## src/hdl/rmsg_pkg.sv

```systemverilog
// ----------------------------------------------------------------------------
// rmsg_pkg
// Shared constants, command and status types, and the quarter-wave sine
// table of the ramped multitone stimulus generator.
// ----------------------------------------------------------------------------
package rmsg_pkg;

    // Sizing
    localparam int PHASE_BITS       = 32;
    localparam int SINE_TABLE_DEPTH = 1024;
    localparam int COUNT_BITS       = 24;

    localparam int TAB_BITS    = $clog2(SINE_TABLE_DEPTH);
    localparam int QTAB_DEPTH  = SINE_TABLE_DEPTH / 4;
    localparam int QIDX_BITS   = TAB_BITS - 2;
    localparam int ANGLE_UNIT  = 65536 / SINE_TABLE_DEPTH;

    localparam int NUM_TONES     = 5;
    localparam int TONE_IDX_BITS = $clog2(NUM_TONES);
    localparam int STEP_BITS     = 32;
    localparam int MODE_BITS     = 2;
    localparam int CFG_IDX_BITS  = 4;
    localparam int CFG_DATA_BITS = 32;

    // Datapath word widths
    localparam int SINE_BITS   = 16;
    localparam int MAG_BITS    = SINE_BITS - 1;
    localparam int MOD_BITS    = 17;
    localparam int ACC_BITS    = 19;
    localparam int MA_BITS     = 20;
    localparam int MB_BITS     = 18;
    localparam int PROD_BITS   = MA_BITS + MB_BITS;
    localparam int POLY_BITS   = 15;
    localparam int QUOT_BITS   = 15;
    localparam int ANGLE_BITS  = 16;
    localparam int WIN_BITS    = 16;
    localparam int SAMPLE_BITS = 16;
    localparam int CNT_BITS    = 4;

    // Fixed-point constants
    localparam int AMP_TONE   = 46341;
    localparam int AMP_AM     = 37837;
    localparam int AMP_FIVE   = 20724;
    localparam int MOD_BIAS   = 32768;
    localparam int WIN_ONE    = 32768;
    localparam int QUARTER    = 16384;
    localparam int SINE_MAX   = 32767;
    localparam int COEF_K77   = 77;
    localparam int COEF_K1306 = 1306;
    localparam int COEF_K10583 = 10583;
    localparam int COEF_K25736 = 25736;
    localparam int SAMPLE_MAX = 32767;
    localparam int SAMPLE_MIN = -32768;

    // Mode codes
    localparam logic [MODE_BITS-1:0] MODE_TONE   = 2'd0;
    localparam logic [MODE_BITS-1:0] MODE_AM     = 2'd1;
    localparam logic [MODE_BITS-1:0] MODE_FIVE   = 2'd2;
    localparam logic [MODE_BITS-1:0] MODE_SILENT = 2'd3;

    // Register indexes
    localparam logic [CFG_IDX_BITS-1:0] REG_MODE         = 4'd0;
    localparam logic [CFG_IDX_BITS-1:0] REG_CARRIER_STEP = 4'd1;
    localparam logic [CFG_IDX_BITS-1:0] REG_SIDE_STEP_A  = 4'd2;
    localparam logic [CFG_IDX_BITS-1:0] REG_SIDE_STEP_B  = 4'd3;
    localparam logic [CFG_IDX_BITS-1:0] REG_SIDE_STEP_C  = 4'd4;
    localparam logic [CFG_IDX_BITS-1:0] REG_SIDE_STEP_D  = 4'd5;
    localparam logic [CFG_IDX_BITS-1:0] REG_RAMP_LEN     = 4'd6;
    localparam logic [CFG_IDX_BITS-1:0] REG_TOTAL_LEN    = 4'd7;

    // Tone accumulator indexes
    localparam logic [TONE_IDX_BITS-1:0] PH_CARRIER = 3'd0;
    localparam logic [TONE_IDX_BITS-1:0] PH_SIDE_A  = 3'd1;

    // Polynomial coefficient selects
    localparam logic [TONE_IDX_BITS-1:0] COEF_SEL_C3 = 3'd0;
    localparam logic [TONE_IDX_BITS-1:0] COEF_SEL_C2 = 3'd1;
    localparam logic [TONE_IDX_BITS-1:0] COEF_SEL_C1 = 3'd2;

    // Sequencer limits
    localparam logic [CNT_BITS-1:0] SIDE_LAST = CNT_BITS'(NUM_TONES - 2);
    localparam logic [CNT_BITS-1:0] DIV_LAST  = CNT_BITS'(QUOT_BITS - 1);

    typedef enum logic [3:0] {
        OP_NONE,
        OP_SINE_LOAD,
        OP_SINE_ADD,
        OP_MOD_LOAD,
        OP_MUL,
        OP_SCALE,
        OP_ACC_ZERO,
        OP_SET_PAST,
        OP_WIN_ONE,
        OP_DIV_INIT,
        OP_DIV_STEP,
        OP_ANGLE,
        OP_U2,
        OP_POLY,
        OP_WIN_CALC,
        OP_RESULT
    } dp_op_t;

    typedef enum logic [1:0] {
        MA_ACC,
        MA_U,
        MA_P,
        MA_K77
    } mul_a_t;

    typedef enum logic [2:0] {
        MB_AMP_TONE,
        MB_AMP_AM,
        MB_AMP_FIVE,
        MB_MOD,
        MB_WIN,
        MB_U,
        MB_U2
    } mul_b_t;

    typedef enum logic [4:0] {
        ST_IDLE,
        ST_CHECK,
        ST_M0_MUL,
        ST_M1_MOD,
        ST_M1_MUL,
        ST_M1_T,
        ST_M1_AMP,
        ST_M2_ADD,
        ST_M2_MUL,
        ST_SCALE,
        ST_WIN,
        ST_DIV,
        ST_ANGLE,
        ST_SQ,
        ST_U2,
        ST_P1M,
        ST_P1,
        ST_P2M,
        ST_P2,
        ST_P3M,
        ST_P3,
        ST_SM,
        ST_WCALC,
        ST_APPLY,
        ST_RESULT,
        ST_FINISH
    } ctl_state_t;

    typedef struct packed {
        logic                     accept;
        logic                     out_load;
        dp_op_t                   op;
        logic [TONE_IDX_BITS-1:0] idx;
        mul_a_t                   ma;
        mul_b_t                   mb;
    } dp_cmd_t;

    typedef struct packed {
        logic                 past_end;
        logic                 ramp_on;
        logic [MODE_BITS-1:0] mode;
    } dp_stat_t;

    // Quarter-wave polynomial, evaluated at elaboration only
    function automatic int poly_sine(input int u);
        int u2;
        int p;
        int s;
        u2 = (u * u) >>> 14;
        p  = COEF_K1306 - ((COEF_K77 * u2) >>> 14);
        p  = COEF_K10583 - ((p * u2) >>> 14);
        p  = COEF_K25736 - ((p * u2) >>> 14);
        s  = (p * u) >>> 13;
        if (s > SINE_MAX)
        begin
            s = SINE_MAX;
        end
        return s;
    endfunction

    typedef logic [QTAB_DEPTH-1:0][MAG_BITS-1:0] qtab_t;

    function automatic qtab_t build_qtab();
        qtab_t t;
        for (int j = 0; j < QTAB_DEPTH; j++)
        begin
            t[j] = MAG_BITS'(poly_sine(j * ANGLE_UNIT));
        end
        return t;
    endfunction

    localparam qtab_t               SINE_QTR  = build_qtab();
    localparam logic [MAG_BITS-1:0] SINE_PEAK = MAG_BITS'(poly_sine(QUARTER));

endpackage

```

## src/hdl/ramped_multitone_stimulus_generator.sv

```systemverilog
// ----------------------------------------------------------------------------
// ramped_multitone_stimulus_generator
// DDS stimulus source: pure, amplitude-modulated or five-tone signal shaped
// by raised-cosine onset and offset ramps, one Q3.12 sample per tick.
// ----------------------------------------------------------------------------
// Usage:
//   Input channel (in_valid / in_stall): each transfer is one tick; restart
//   set clears the sample counter and all phases so that tick gives sample 0.
//   Output channel (out_valid / out_stall): one result per tick carrying
//   sample, last_sample and past_end. Past the end of the stimulus the
//   sample is zero, past_end is set and counter and phases hold.
//   Configuration: cfg_write with cfg_index / cfg_data, only while idle.
// Timing:
//   One tick at a time through a single shared multiplier and sine table.
//   A tick past the end only sets the past-end result; otherwise the work
//   depends on the mode, and a sample inside a ramp adds the bit-serial
//   ramp divider and the cosine polynomial.
//   The result sits in an output register, so a stalled receiver only
//   blocks the next tick once that tick's own result is ready.
// Reset:
//   rst_n clears all configuration registers, the counter and the phases;
//   no output is valid afterwards.
// ----------------------------------------------------------------------------
module ramped_multitone_stimulus_generator
    import rmsg_pkg::*;
(
    input  logic                          clk,
    input  logic                          rst_n,
    input  logic                          cfg_write,
    input  logic [CFG_IDX_BITS-1:0]       cfg_index,
    input  logic [CFG_DATA_BITS-1:0]      cfg_data,
    input  logic                          in_valid,
    output logic                          in_stall,
    input  logic                          restart,
    output logic                          out_valid,
    input  logic                          out_stall,
    output logic signed [SAMPLE_BITS-1:0] sample,
    output logic                          last_sample,
    output logic                          past_end
);

    dp_cmd_t  cmd;
    dp_stat_t stat;

    rmsg_ctl u_ctl (
        .clk       (clk),
        .rst_n     (rst_n),
        .in_valid  (in_valid),
        .in_stall  (in_stall),
        .out_valid (out_valid),
        .out_stall (out_stall),
        .stat      (stat),
        .cmd       (cmd)
    );

    rmsg_dp u_dp (
        .clk         (clk),
        .rst_n       (rst_n),
        .cfg_write   (cfg_write),
        .cfg_index   (cfg_index),
        .cfg_data    (cfg_data),
        .restart     (restart),
        .cmd         (cmd),
        .stat        (stat),
        .sample      (sample),
        .last_sample (last_sample),
        .past_end    (past_end)
    );

    // A sample beyond the end is silent and never marked final
    a_past_silent: assert property (@(posedge clk) disable iff (!rst_n)
        (out_valid && past_end) |-> (sample == '0 && !last_sample))
        else $error("past-end result carries a sample or a final flag");

    // The block is busy in the cycle after an input transfer
    a_busy_after_accept: assert property (@(posedge clk) disable iff (!rst_n)
        (in_valid && !in_stall) |=> in_stall)
        else $error("input taken again without a busy cycle");

    // A new result only appears while a tick is being worked on
    a_result_from_work: assert property (@(posedge clk) disable iff (!rst_n)
        $rose(out_valid) |-> $past(in_stall))
        else $error("result raised without a tick in progress");

endmodule

```

## src/hdl/rmsg_dp.sv

```systemverilog
// ----------------------------------------------------------------------------
// rmsg_dp
// Datapath: configuration registers, sample counter, tone accumulators,
// shared multiplier, ramp divider, window polynomial and output register.
// ----------------------------------------------------------------------------
module rmsg_dp
    import rmsg_pkg::*;
(
    input  logic                            clk,
    input  logic                            rst_n,
    input  logic                            cfg_write,
    input  logic [CFG_IDX_BITS-1:0]         cfg_index,
    input  logic [CFG_DATA_BITS-1:0]        cfg_data,
    input  logic                            restart,
    input  dp_cmd_t                         cmd,
    output dp_stat_t                        stat,
    output logic signed [SAMPLE_BITS-1:0]   sample,
    output logic                            last_sample,
    output logic                            past_end
);

    // Configuration
    logic [MODE_BITS-1:0]  mode_reg;
    logic [STEP_BITS-1:0]  step_reg [NUM_TONES];
    logic [COUNT_BITS-1:0] ramp_reg;
    logic [COUNT_BITS-1:0] total_reg;

    // Stimulus state
    logic [COUNT_BITS-1:0] count_reg, count_next;
    logic [PHASE_BITS-1:0] phase_reg [NUM_TONES];
    logic [PHASE_BITS-1:0] phase_next [NUM_TONES];

    // Working registers
    logic signed [ACC_BITS-1:0]    acc_reg, acc_next;
    logic [MOD_BITS-1:0]           mod_reg, mod_next;
    logic signed [PROD_BITS-1:0]   prod_reg, prod_next;
    logic [POLY_BITS-1:0]          u_reg, u_next;
    logic [POLY_BITS-1:0]          u2_reg, u2_next;
    logic [POLY_BITS-1:0]          p_reg, p_next;
    logic                          neg_reg, neg_next;
    logic [WIN_BITS-1:0]           w_reg, w_next;
    logic [COUNT_BITS-1:0]         rem_reg, rem_next;
    logic [QUOT_BITS-1:0]          quot_reg, quot_next;
    logic signed [SAMPLE_BITS-1:0] res_reg, res_next;
    logic                          rlast_reg, rlast_next;
    logic                          rpast_reg, rpast_next;

    // Output register
    logic signed [SAMPLE_BITS-1:0] sample_reg;
    logic                          last_reg;
    logic                          past_reg;

    // Combinational helpers
    logic [PHASE_BITS-1:0]        tone_phase;
    logic [TAB_BITS-1:0]          tab_k;
    logic [1:0]                   tab_quad;
    logic [QIDX_BITS-1:0]         tab_low;
    logic [QIDX_BITS:0]           tab_j;
    logic [MAG_BITS-1:0]          tab_mag;
    logic signed [SINE_BITS-1:0]  tone_sine;
    logic signed [MA_BITS-1:0]    mul_a;
    logic signed [MB_BITS-1:0]    mul_b;
    logic signed [PROD_BITS-1:0]  mul_p;
    logic [COUNT_BITS:0]          rem_dbl;
    logic                         rem_ge;
    logic [ANGLE_BITS-1:0]        angle;
    logic [POLY_BITS-1:0]         coef;
    logic [MOD_BITS-1:0]          s_raw;
    logic [MAG_BITS-1:0]          s_clip;
    logic [MOD_BITS-1:0]          w_diff;
    logic signed [PROD_BITS-1:0]  res_wide;
    logic                         n_lt_r;
    logic                         n_tail;
    logic                         last_now;

    // Write configuration registers
    always_ff @(posedge clk or negedge rst_n)
    begin
        if (!rst_n)
        begin
            mode_reg  <= MODE_TONE;
            ramp_reg  <= '0;
            total_reg <= '0;
            for (int i = 0; i < NUM_TONES; i++)
            begin
                step_reg[i] <= '0;
            end
        end
        else if (cfg_write)
        begin
            case (cfg_index)
                REG_MODE:         mode_reg    <= cfg_data[MODE_BITS-1:0];
                REG_CARRIER_STEP: step_reg[0] <= cfg_data[STEP_BITS-1:0];
                REG_SIDE_STEP_A:  step_reg[1] <= cfg_data[STEP_BITS-1:0];
                REG_SIDE_STEP_B:  step_reg[2] <= cfg_data[STEP_BITS-1:0];
                REG_SIDE_STEP_C:  step_reg[3] <= cfg_data[STEP_BITS-1:0];
                REG_SIDE_STEP_D:  step_reg[4] <= cfg_data[STEP_BITS-1:0];
                REG_RAMP_LEN:     ramp_reg    <= cfg_data[COUNT_BITS-1:0];
                REG_TOTAL_LEN:    total_reg   <= cfg_data[COUNT_BITS-1:0];
                default:          ;
            endcase
        end
    end

    // Status towards the sequencer
    assign n_lt_r   = count_reg < ramp_reg;
    assign n_tail   = ({1'b0, count_reg} + {1'b0, ramp_reg}) > {1'b0, total_reg};
    assign last_now = ({1'b0, count_reg} + (COUNT_BITS+1)'(1)) == {1'b0, total_reg};

    assign stat.past_end = count_reg >= total_reg;
    assign stat.ramp_on  = (ramp_reg != '0) && (n_lt_r || n_tail);
    assign stat.mode     = mode_reg;

    // Quarter-wave table lookup with quadrant mirroring
    assign tone_phase = phase_reg[cmd.idx];
    assign tab_k      = tone_phase[PHASE_BITS-1 -: TAB_BITS];
    assign tab_quad   = tab_k[TAB_BITS-1 -: 2];
    assign tab_low    = tab_k[QIDX_BITS-1:0];
    assign tab_j      = tab_quad[0] ? ((QIDX_BITS+1)'(QTAB_DEPTH) - {1'b0, tab_low})
                                    : {1'b0, tab_low};
    assign tab_mag    = tab_j[QIDX_BITS] ? SINE_PEAK : SINE_QTR[tab_j[QIDX_BITS-1:0]];
    assign tone_sine  = tab_quad[1] ? -$signed({1'b0, tab_mag}) : $signed({1'b0, tab_mag});

    // Shared multiplier operand selection
    always_comb
    begin
        case (cmd.ma)
            MA_ACC:  mul_a = MA_BITS'(acc_reg);
            MA_U:    mul_a = $signed(MA_BITS'(u_reg));
            MA_P:    mul_a = $signed(MA_BITS'(p_reg));
            MA_K77:  mul_a = MA_BITS'(COEF_K77);
            default: mul_a = '0;
        endcase
    end

    always_comb
    begin
        case (cmd.mb)
            MB_AMP_TONE: mul_b = MB_BITS'(AMP_TONE);
            MB_AMP_AM:   mul_b = MB_BITS'(AMP_AM);
            MB_AMP_FIVE: mul_b = MB_BITS'(AMP_FIVE);
            MB_MOD:      mul_b = $signed(MB_BITS'(mod_reg));
            MB_WIN:      mul_b = $signed(MB_BITS'(w_reg));
            MB_U:        mul_b = $signed(MB_BITS'(u_reg));
            MB_U2:       mul_b = $signed(MB_BITS'(u2_reg));
            default:     mul_b = '0;
        endcase
    end

    assign mul_p = mul_a * mul_b;

    // Restoring divider step
    assign rem_dbl = {rem_reg, 1'b0};
    assign rem_ge  = rem_dbl >= {1'b0, ramp_reg};

    // Window angle folded onto the quarter wave
    assign angle = ANGLE_BITS'(QUARTER) + ANGLE_BITS'(quot_reg);

    always_comb
    begin
        case (cmd.idx)
            COEF_SEL_C3: coef = POLY_BITS'(COEF_K1306);
            COEF_SEL_C2: coef = POLY_BITS'(COEF_K10583);
            COEF_SEL_C1: coef = POLY_BITS'(COEF_K25736);
            default:     coef = '0;
        endcase
    end

    // Window weight from the polynomial result
    assign s_raw  = MOD_BITS'(prod_reg >>> 13);
    assign s_clip = (s_raw > MOD_BITS'(SINE_MAX)) ? MAG_BITS'(SINE_MAX) : s_raw[MAG_BITS-1:0];
    assign w_diff = neg_reg ? (MOD_BITS'(WIN_ONE) + MOD_BITS'(s_clip))
                            : (MOD_BITS'(WIN_ONE) - MOD_BITS'(s_clip));

    assign res_wide = prod_reg >>> 18;

    // Next values of the working registers
    always_comb
    begin
        acc_next   = acc_reg;
        mod_next   = mod_reg;
        prod_next  = prod_reg;
        u_next     = u_reg;
        u2_next    = u2_reg;
        p_next     = p_reg;
        neg_next   = neg_reg;
        w_next     = w_reg;
        rem_next   = rem_reg;
        quot_next  = quot_reg;
        res_next   = res_reg;
        rlast_next = rlast_reg;
        rpast_next = rpast_reg;
        count_next = count_reg;
        for (int i = 0; i < NUM_TONES; i++)
        begin
            phase_next[i] = phase_reg[i];
        end

        // Clear counter and phases on a restart transfer
        if (cmd.accept && restart)
        begin
            count_next = '0;
            for (int i = 0; i < NUM_TONES; i++)
            begin
                phase_next[i] = '0;
            end
        end

        case (cmd.op)
            OP_SINE_LOAD: acc_next = ACC_BITS'(tone_sine);
            OP_SINE_ADD:  acc_next = acc_reg + ACC_BITS'(tone_sine);
            OP_MOD_LOAD:  mod_next = MOD_BITS'(MOD_BIAS) + MOD_BITS'(tone_sine);
            OP_MUL:       prod_next = mul_p;
            OP_SCALE:     acc_next = ACC_BITS'(prod_reg >>> 15);
            OP_ACC_ZERO:  acc_next = '0;
            OP_SET_PAST:
            begin
                res_next   = '0;
                rlast_next = 1'b0;
                rpast_next = 1'b1;
            end
            OP_WIN_ONE:   w_next = WIN_BITS'(WIN_ONE);
            OP_DIV_INIT:
            begin
                rem_next  = n_lt_r ? count_reg : (total_reg - count_reg);
                quot_next = '0;
            end
            OP_DIV_STEP:
            begin
                rem_next  = rem_ge ? COUNT_BITS'(rem_dbl - {1'b0, ramp_reg})
                                   : rem_dbl[COUNT_BITS-1:0];
                quot_next = {quot_reg[QUOT_BITS-2:0], rem_ge};
            end
            OP_ANGLE:
            begin
                u_next   = angle[14] ? (POLY_BITS'(QUARTER) - POLY_BITS'(angle[13:0]))
                                     : POLY_BITS'(angle[13:0]);
                neg_next = angle[15];
            end
            OP_U2:        u2_next = POLY_BITS'(prod_reg >>> 14);
            OP_POLY:      p_next = coef - POLY_BITS'(prod_reg >>> 14);
            OP_WIN_CALC:  w_next = w_diff[WIN_BITS:1];
            OP_RESULT:
            begin
                // Saturate the windowed sample, then advance counter and phases
                if (res_wide > PROD_BITS'(SAMPLE_MAX))
                begin
                    res_next = SAMPLE_BITS'(SAMPLE_MAX);
                end
                else if (res_wide < PROD_BITS'(SAMPLE_MIN))
                begin
                    res_next = SAMPLE_BITS'(SAMPLE_MIN);
                end
                else
                begin
                    res_next = SAMPLE_BITS'(res_wide);
                end
                rlast_next = last_now;
                rpast_next = 1'b0;
                if (count_reg != '1)
                begin
                    count_next = count_reg + COUNT_BITS'(1);
                end
                for (int i = 0; i < NUM_TONES; i++)
                begin
                    phase_next[i] = phase_reg[i] + PHASE_BITS'(step_reg[i]);
                end
            end
            default: ;
        endcase
    end

    // Hold counter and phases
    always_ff @(posedge clk or negedge rst_n)
    begin
        if (!rst_n)
        begin
            count_reg <= '0;
            for (int i = 0; i < NUM_TONES; i++)
            begin
                phase_reg[i] <= '0;
            end
        end
        else
        begin
            count_reg <= count_next;
            for (int i = 0; i < NUM_TONES; i++)
            begin
                phase_reg[i] <= phase_next[i];
            end
        end
    end

    // Working registers carry no reset
    always_ff @(posedge clk)
    begin
        acc_reg   <= acc_next;
        mod_reg   <= mod_next;
        prod_reg  <= prod_next;
        u_reg     <= u_next;
        u2_reg    <= u2_next;
        p_reg     <= p_next;
        neg_reg   <= neg_next;
        w_reg     <= w_next;
        rem_reg   <= rem_next;
        quot_reg  <= quot_next;
        res_reg   <= res_next;
        rlast_reg <= rlast_next;
        rpast_reg <= rpast_next;
    end

    // Output register, loaded when the previous result has gone
    always_ff @(posedge clk)
    begin
        if (cmd.out_load)
        begin
            sample_reg <= res_reg;
            last_reg   <= rlast_reg;
            past_reg   <= rpast_reg;
        end
    end

    assign sample      = sample_reg;
    assign last_sample = last_reg;
    assign past_end    = past_reg;

endmodule

```

## src/hdl/rmsg_ctl.sv

```systemverilog
// ----------------------------------------------------------------------------
// rmsg_ctl
// Sequencer: steps the datapath through tone synthesis, ramp division,
// window polynomial and scaling for one sample, and owns the handshakes.
// ----------------------------------------------------------------------------
module rmsg_ctl
    import rmsg_pkg::*;
(
    input  logic     clk,
    input  logic     rst_n,
    input  logic     in_valid,
    output logic     in_stall,
    output logic     out_valid,
    input  logic     out_stall,
    input  dp_stat_t stat,
    output dp_cmd_t  cmd
);

    ctl_state_t          state_reg, state_next;
    logic [CNT_BITS-1:0] cnt_reg, cnt_next;
    logic                out_valid_reg, out_valid_next;
    logic                out_free;

    assign out_free = !out_valid_reg || !out_stall;

    // Next state
    always_comb
    begin
        state_next = state_reg;
        cnt_next   = cnt_reg;
        case (state_reg)
            ST_IDLE:
            begin
                if (in_valid)
                begin
                    state_next = ST_CHECK;
                end
            end
            ST_CHECK:
            begin
                if (stat.past_end)
                begin
                    state_next = ST_FINISH;
                end
                else
                begin
                    case (stat.mode)
                        MODE_TONE: state_next = ST_M0_MUL;
                        MODE_AM:   state_next = ST_M1_MOD;
                        MODE_FIVE:
                        begin
                            state_next = ST_M2_ADD;
                            cnt_next   = '0;
                        end
                        default:   state_next = ST_WIN;
                    endcase
                end
            end
            ST_M0_MUL: state_next = ST_SCALE;
            ST_M1_MOD: state_next = ST_M1_MUL;
            ST_M1_MUL: state_next = ST_M1_T;
            ST_M1_T:   state_next = ST_M1_AMP;
            ST_M1_AMP: state_next = ST_SCALE;
            ST_M2_ADD:
            begin
                if (cnt_reg == SIDE_LAST)
                begin
                    state_next = ST_M2_MUL;
                end
                else
                begin
                    cnt_next = cnt_reg + CNT_BITS'(1);
                end
            end
            ST_M2_MUL: state_next = ST_SCALE;
            ST_SCALE:  state_next = ST_WIN;
            ST_WIN:
            begin
                if (stat.ramp_on)
                begin
                    state_next = ST_DIV;
                    cnt_next   = '0;
                end
                else
                begin
                    state_next = ST_APPLY;
                end
            end
            ST_DIV:
            begin
                if (cnt_reg == DIV_LAST)
                begin
                    state_next = ST_ANGLE;
                end
                else
                begin
                    cnt_next = cnt_reg + CNT_BITS'(1);
                end
            end
            ST_ANGLE:  state_next = ST_SQ;
            ST_SQ:     state_next = ST_U2;
            ST_U2:     state_next = ST_P1M;
            ST_P1M:    state_next = ST_P1;
            ST_P1:     state_next = ST_P2M;
            ST_P2M:    state_next = ST_P2;
            ST_P2:     state_next = ST_P3M;
            ST_P3M:    state_next = ST_P3;
            ST_P3:     state_next = ST_SM;
            ST_SM:     state_next = ST_WCALC;
            ST_WCALC:  state_next = ST_APPLY;
            ST_APPLY:  state_next = ST_RESULT;
            ST_RESULT: state_next = ST_FINISH;
            ST_FINISH:
            begin
                if (out_free)
                begin
                    state_next = ST_IDLE;
                end
            end
            default:   state_next = ST_IDLE;
        endcase
    end

    // Datapath commands
    always_comb
    begin
        cmd.accept   = 1'b0;
        cmd.out_load = 1'b0;
        cmd.op       = OP_NONE;
        cmd.idx      = PH_CARRIER;
        cmd.ma       = MA_ACC;
        cmd.mb       = MB_AMP_TONE;
        case (state_reg)
            ST_IDLE:   cmd.accept = in_valid;
            ST_CHECK:
            begin
                if (stat.past_end)
                begin
                    cmd.op = OP_SET_PAST;
                end
                else if (stat.mode == MODE_SILENT)
                begin
                    cmd.op = OP_ACC_ZERO;
                end
                else
                begin
                    cmd.op  = OP_SINE_LOAD;
                    cmd.idx = PH_CARRIER;
                end
            end
            ST_M0_MUL:
            begin
                cmd.op = OP_MUL;
                cmd.ma = MA_ACC;
                cmd.mb = MB_AMP_TONE;
            end
            ST_M1_MOD:
            begin
                cmd.op  = OP_MOD_LOAD;
                cmd.idx = PH_SIDE_A;
            end
            ST_M1_MUL:
            begin
                cmd.op = OP_MUL;
                cmd.ma = MA_ACC;
                cmd.mb = MB_MOD;
            end
            ST_M1_T:   cmd.op = OP_SCALE;
            ST_M1_AMP:
            begin
                cmd.op = OP_MUL;
                cmd.ma = MA_ACC;
                cmd.mb = MB_AMP_AM;
            end
            ST_M2_ADD:
            begin
                cmd.op  = OP_SINE_ADD;
                cmd.idx = PH_SIDE_A + cnt_reg[TONE_IDX_BITS-1:0];
            end
            ST_M2_MUL:
            begin
                cmd.op = OP_MUL;
                cmd.ma = MA_ACC;
                cmd.mb = MB_AMP_FIVE;
            end
            ST_SCALE:  cmd.op = OP_SCALE;
            ST_WIN:    cmd.op = stat.ramp_on ? OP_DIV_INIT : OP_WIN_ONE;
            ST_DIV:    cmd.op = OP_DIV_STEP;
            ST_ANGLE:  cmd.op = OP_ANGLE;
            ST_SQ:
            begin
                cmd.op = OP_MUL;
                cmd.ma = MA_U;
                cmd.mb = MB_U;
            end
            ST_U2:     cmd.op = OP_U2;
            ST_P1M:
            begin
                cmd.op = OP_MUL;
                cmd.ma = MA_K77;
                cmd.mb = MB_U2;
            end
            ST_P1:
            begin
                cmd.op  = OP_POLY;
                cmd.idx = COEF_SEL_C3;
            end
            ST_P2M:
            begin
                cmd.op = OP_MUL;
                cmd.ma = MA_P;
                cmd.mb = MB_U2;
            end
            ST_P2:
            begin
                cmd.op  = OP_POLY;
                cmd.idx = COEF_SEL_C2;
            end
            ST_P3M:
            begin
                cmd.op = OP_MUL;
                cmd.ma = MA_P;
                cmd.mb = MB_U2;
            end
            ST_P3:
            begin
                cmd.op  = OP_POLY;
                cmd.idx = COEF_SEL_C1;
            end
            ST_SM:
            begin
                cmd.op = OP_MUL;
                cmd.ma = MA_P;
                cmd.mb = MB_U;
            end
            ST_WCALC:  cmd.op = OP_WIN_CALC;
            ST_APPLY:
            begin
                cmd.op = OP_MUL;
                cmd.ma = MA_ACC;
                cmd.mb = MB_WIN;
            end
            ST_RESULT: cmd.op = OP_RESULT;
            ST_FINISH: cmd.out_load = out_free;
            default:   ;
        endcase
    end

    // Output valid: set on load, drop once the receiver takes the transfer
    always_comb
    begin
        if (cmd.out_load)
        begin
            out_valid_next = 1'b1;
        end
        else if (!out_stall)
        begin
            out_valid_next = 1'b0;
        end
        else
        begin
            out_valid_next = out_valid_reg;
        end
    end

    always_ff @(posedge clk or negedge rst_n)
    begin
        if (!rst_n)
        begin
            state_reg     <= ST_IDLE;
            cnt_reg       <= '0;
            out_valid_reg <= 1'b0;
        end
        else
        begin
            state_reg     <= state_next;
            cnt_reg       <= cnt_next;
            out_valid_reg <= out_valid_next;
        end
    end

    assign in_stall  = state_reg != ST_IDLE;
    assign out_valid = out_valid_reg;

endmodule

```

## config.mk

```make
export PLATFORM = sky130hd
export DESIGN_NAME = ramped_multitone_stimulus_generator
export DESIGN_NICKNAME = d
export VERILOG_FILES = /design/src/hdl/rmsg_pkg.sv /design/src/hdl/ramped_multitone_stimulus_generator.sv /design/src/hdl/rmsg_dp.sv /design/src/hdl/rmsg_ctl.sv
export SDC_FILE = /design/constraint.sdc
export NUM_CORES = 2
export LEC_CHECK = 0
export BUFFER_PORTS_ARGS = -buffer_cell sky130_fd_sc_hd__buf_4
export CORE_MARGIN = 1
export CORE_UTILIZATION = 47
export CTS_CLUSTER_DIAMETER = 200
export CTS_CLUSTER_SIZE = 25
export DETAILED_ROUTE_END_ITERATION = 6
export GPL_TIMING_DRIVEN = 0
export PLACE_DENSITY_LB_ADDON = 0.1
export SLEW_MARGIN = 15
export SYNTH_ARGS = -nofsm -noshare
export SYNTH_HDL_FRONTEND = slang
export SYNTH_SLANG_ARGS = --single-unit
export TNS_END_PERCENT = 20
```

## constraint.sdc

```tcl
create_clock -name clk -period 12.1 [get_ports clk]
set_input_delay 0.605 -clock clk [delete_from_list [all_inputs] [get_ports clk]]
set_output_delay 0.605 -clock clk [all_outputs]
set_load 0.03 [all_outputs]
```

==> results.yml <==
status:
  status: "complete, no violations"
place:
  gp_congestion: 1.03
  dp_hpwl_um: 155000
  port_buffers: 60
  dp_cells: 7624
synthesis:
  synth_area_um2: 54700
  synth_top_cell_area_share_pct: 18.5
  synth_area_leaders: "dfrtp_1 (18%), fa_1 (12%), edfxtp_1 (11%), ha_1 (9.8%), nand2_1 (4.1%)"
  yosysSeqAreaShare_pct: 29.3
  synth-seq-cells: 601
  synth.net_count: 6824
  synth_cell_types: 123
  synth_ff_type: "dfrtp_1"
  synth_top_area_cell: "dfrtp_1"
  synth-edff-count: 197
  async_reset_ff_share_pct: 67.2
  yosysWarnings: 0
  avgSynthCellArea_um2: 9.06
  syn_inst: 6037
global_routing:
  grt_pass1_wl_um: 296000
  track_usage_pct: 33.5
  grt_pass1_vias: 45700
  grt_max_degree: 100
  grt-ovfl-total: 0
  antenna_found_initial: 4
timing:
  setup_viol: 0
  fmax_ghz: 0.0860
  slew_headroom_pct: 4.71
  fin_tns_setup_ns: 0
  timing.final.crit_share_pct: 96.1
  worst_pin_slew_ns: 1.42
  rsz0062_at_grt: "no"
  slew_viol_final: 0
  period_minus_slack_ns: 11.63
  skew_ns: 0.0908
  hold_viol_final: 0
critical_path:
  path_class: "register to register"
  r2r-start: "u_ctl.state_reg[1]"
  crit_fanout: 10
  cp.required_ns: 12.50
  cp_top_family: "adder cells"
  cp-end-kind: "register"
  cp-start-kind: "register"
  crit_arrival_ns: 12.03
  cpPeakStageDelay_ns: 0.78
  worstSetupStartpoint: "u_ctl.state_reg[1]"
  cp_slowest_cell: "nor3_1"
  crit_buf_inv: 9
  critPathMostFrequentCell: "fa_1"
route:
  drt_iter0_drc: 4296
  via_per_inst: 6.13
  drt-pass1-iter-count: 7
  wl_per_cell_um: 26.0
  wl_um: 199000
  num_vias: 47000
  drc: 0
  ant_nets: 0
clocking:
  htreeDepth: 1
  clk_latency_ns: 0.71
  cts-root-buf: "clkbuf_16"
  clk_path_buf_depth: 3
  clkTransAtPathRegs_ns: 0.11
  cts_tree: "built"
  cts_buffers: 28
  cts.sinks: 601
floorplanning:
  rows: 124
  die_area_um2: 118000
  ioPinCount: 62
  initial_core_util_pct: 47.6
  die_x_um: 343
  core_area_um2: 115000
  die_h_um: 343
layout:
  layout.nets: 6928
  final_cells: 7665
  drive_gt1_share_pct: 7.90
  most-common-layout-cells: "nand2_1 (599), inv_1 (565), nor2_1 (462)"
  multi_input_area_um2: 35400
  mostFrequentLayoutCell: "nand2_1"
  fin_util_pct: 50.7
  nFillCells: 11100
  area_delta_synth_final_pct: 6.46
  seqCellArea_um2: 16000
worst_hold_path:
  hold_path.class: "primary input to register"
  hp-start: "cfg_data[29]"
job:
  drv_cap: 0
cell usage after synthesis (45+ instances only):
cell and instances:
a21oi_1 306, nand2_1 599, a211oi_1 66, a31oi_1 60, edfxtp_1 197, nor2_1 465, xor2_1 126, nand4_1 47
fa_1 316, ha_1 429, xnor2_1 189, buf_2 50, nand2b_1 49, mux2_2 170, clkbuf_1 188, nand3_1 227
nor3_1 136, o21ai_0 401, and3_1 59, a21o_1 94, mux2i_1 51, inv_1 565, o21a_1 75, dfrtp_1 404
o31ai_1 45
through the flow:
step	hold WS, ns	instance area [um^2]	setup WS [ns]
2_1_floorplan	0.309	54700	2.89
3_3_place_gp	0.403	57000	-1.69
3_5_place_dp	0.405	57400	-1.05
4_1_cts	0.184	58200	0.358
5_1_grt	0.196	58200	0.00780
6_report	0.212	58200	0.469
cell type report:
type / instances / share of cell area [%]
Inverter: 571 / 3.69
Multi-Input combinational cell: 4579 / 60.8
Antenna cell: 2 / 0.00860
Tap cell: 1512 / 3.25
Buffer: 282 / 2.17
Clock buffer: 37 / 1.26
Clock inverter: 3 / 0.112
Timing Repair Buffer: 78 / 1.20
Sequential cell: 601 / 27.5
worst paths after layout:
check / cells after the start / endpoint / slack, ns
worst max-delay path: 35 / u_dp.prod_reg[37] / 0.47
worst max register to register: 35 / u_dp.prod_reg[37] / 0.47
max in group asynchronous: 4 / u_dp.ramp_reg[9] / 10.42
min in group asynchronous: 2 / u_dp.step_reg[76] / 0.33
worst min-delay path: 2 / u_dp.step_reg[61] / 0.21
worst min register to register: 0 / u_dp.sample[7] / 0.43
routing by layer:
layer	vias to the layer above	global-route usage (%)	part of all wire, %
met4	4	13.5	4.7
li1	21400	-	-
met5	-	0	0.022
met1	23300	45.8	43
met3	428	4.80	6.8
met2	1796	53.5	45
kinds of logic after synthesis:
logic type               share of synthesized area, %
adder cells (fa/ha/maj)                          21.4
XOR/XNOR                                         5.04
buffers and inverters                            6.24
flip-flops                                       29.3
AO/OA/AOI/OAI                                    18.0
AND/OR/NAND/NOR                                  15.4
multiplexers                                     4.70
repair_timing:
| item | in CTS | in global routing |
|---|---|---|
| setup endpoints to repair | 7 | 2 |
| gates cloned | 0 | 0 |
| setup buffers | 2 | 0 |
| resized for setup | 3 | 10 |
| endpoints found under the hold margin | 29 | 0 |
| hold buffers | 1 | 0 |
Power is left out: the tool's default activity adds up to more than one toggle a clock period on the data nets, which glitch-free logic cannot reach.
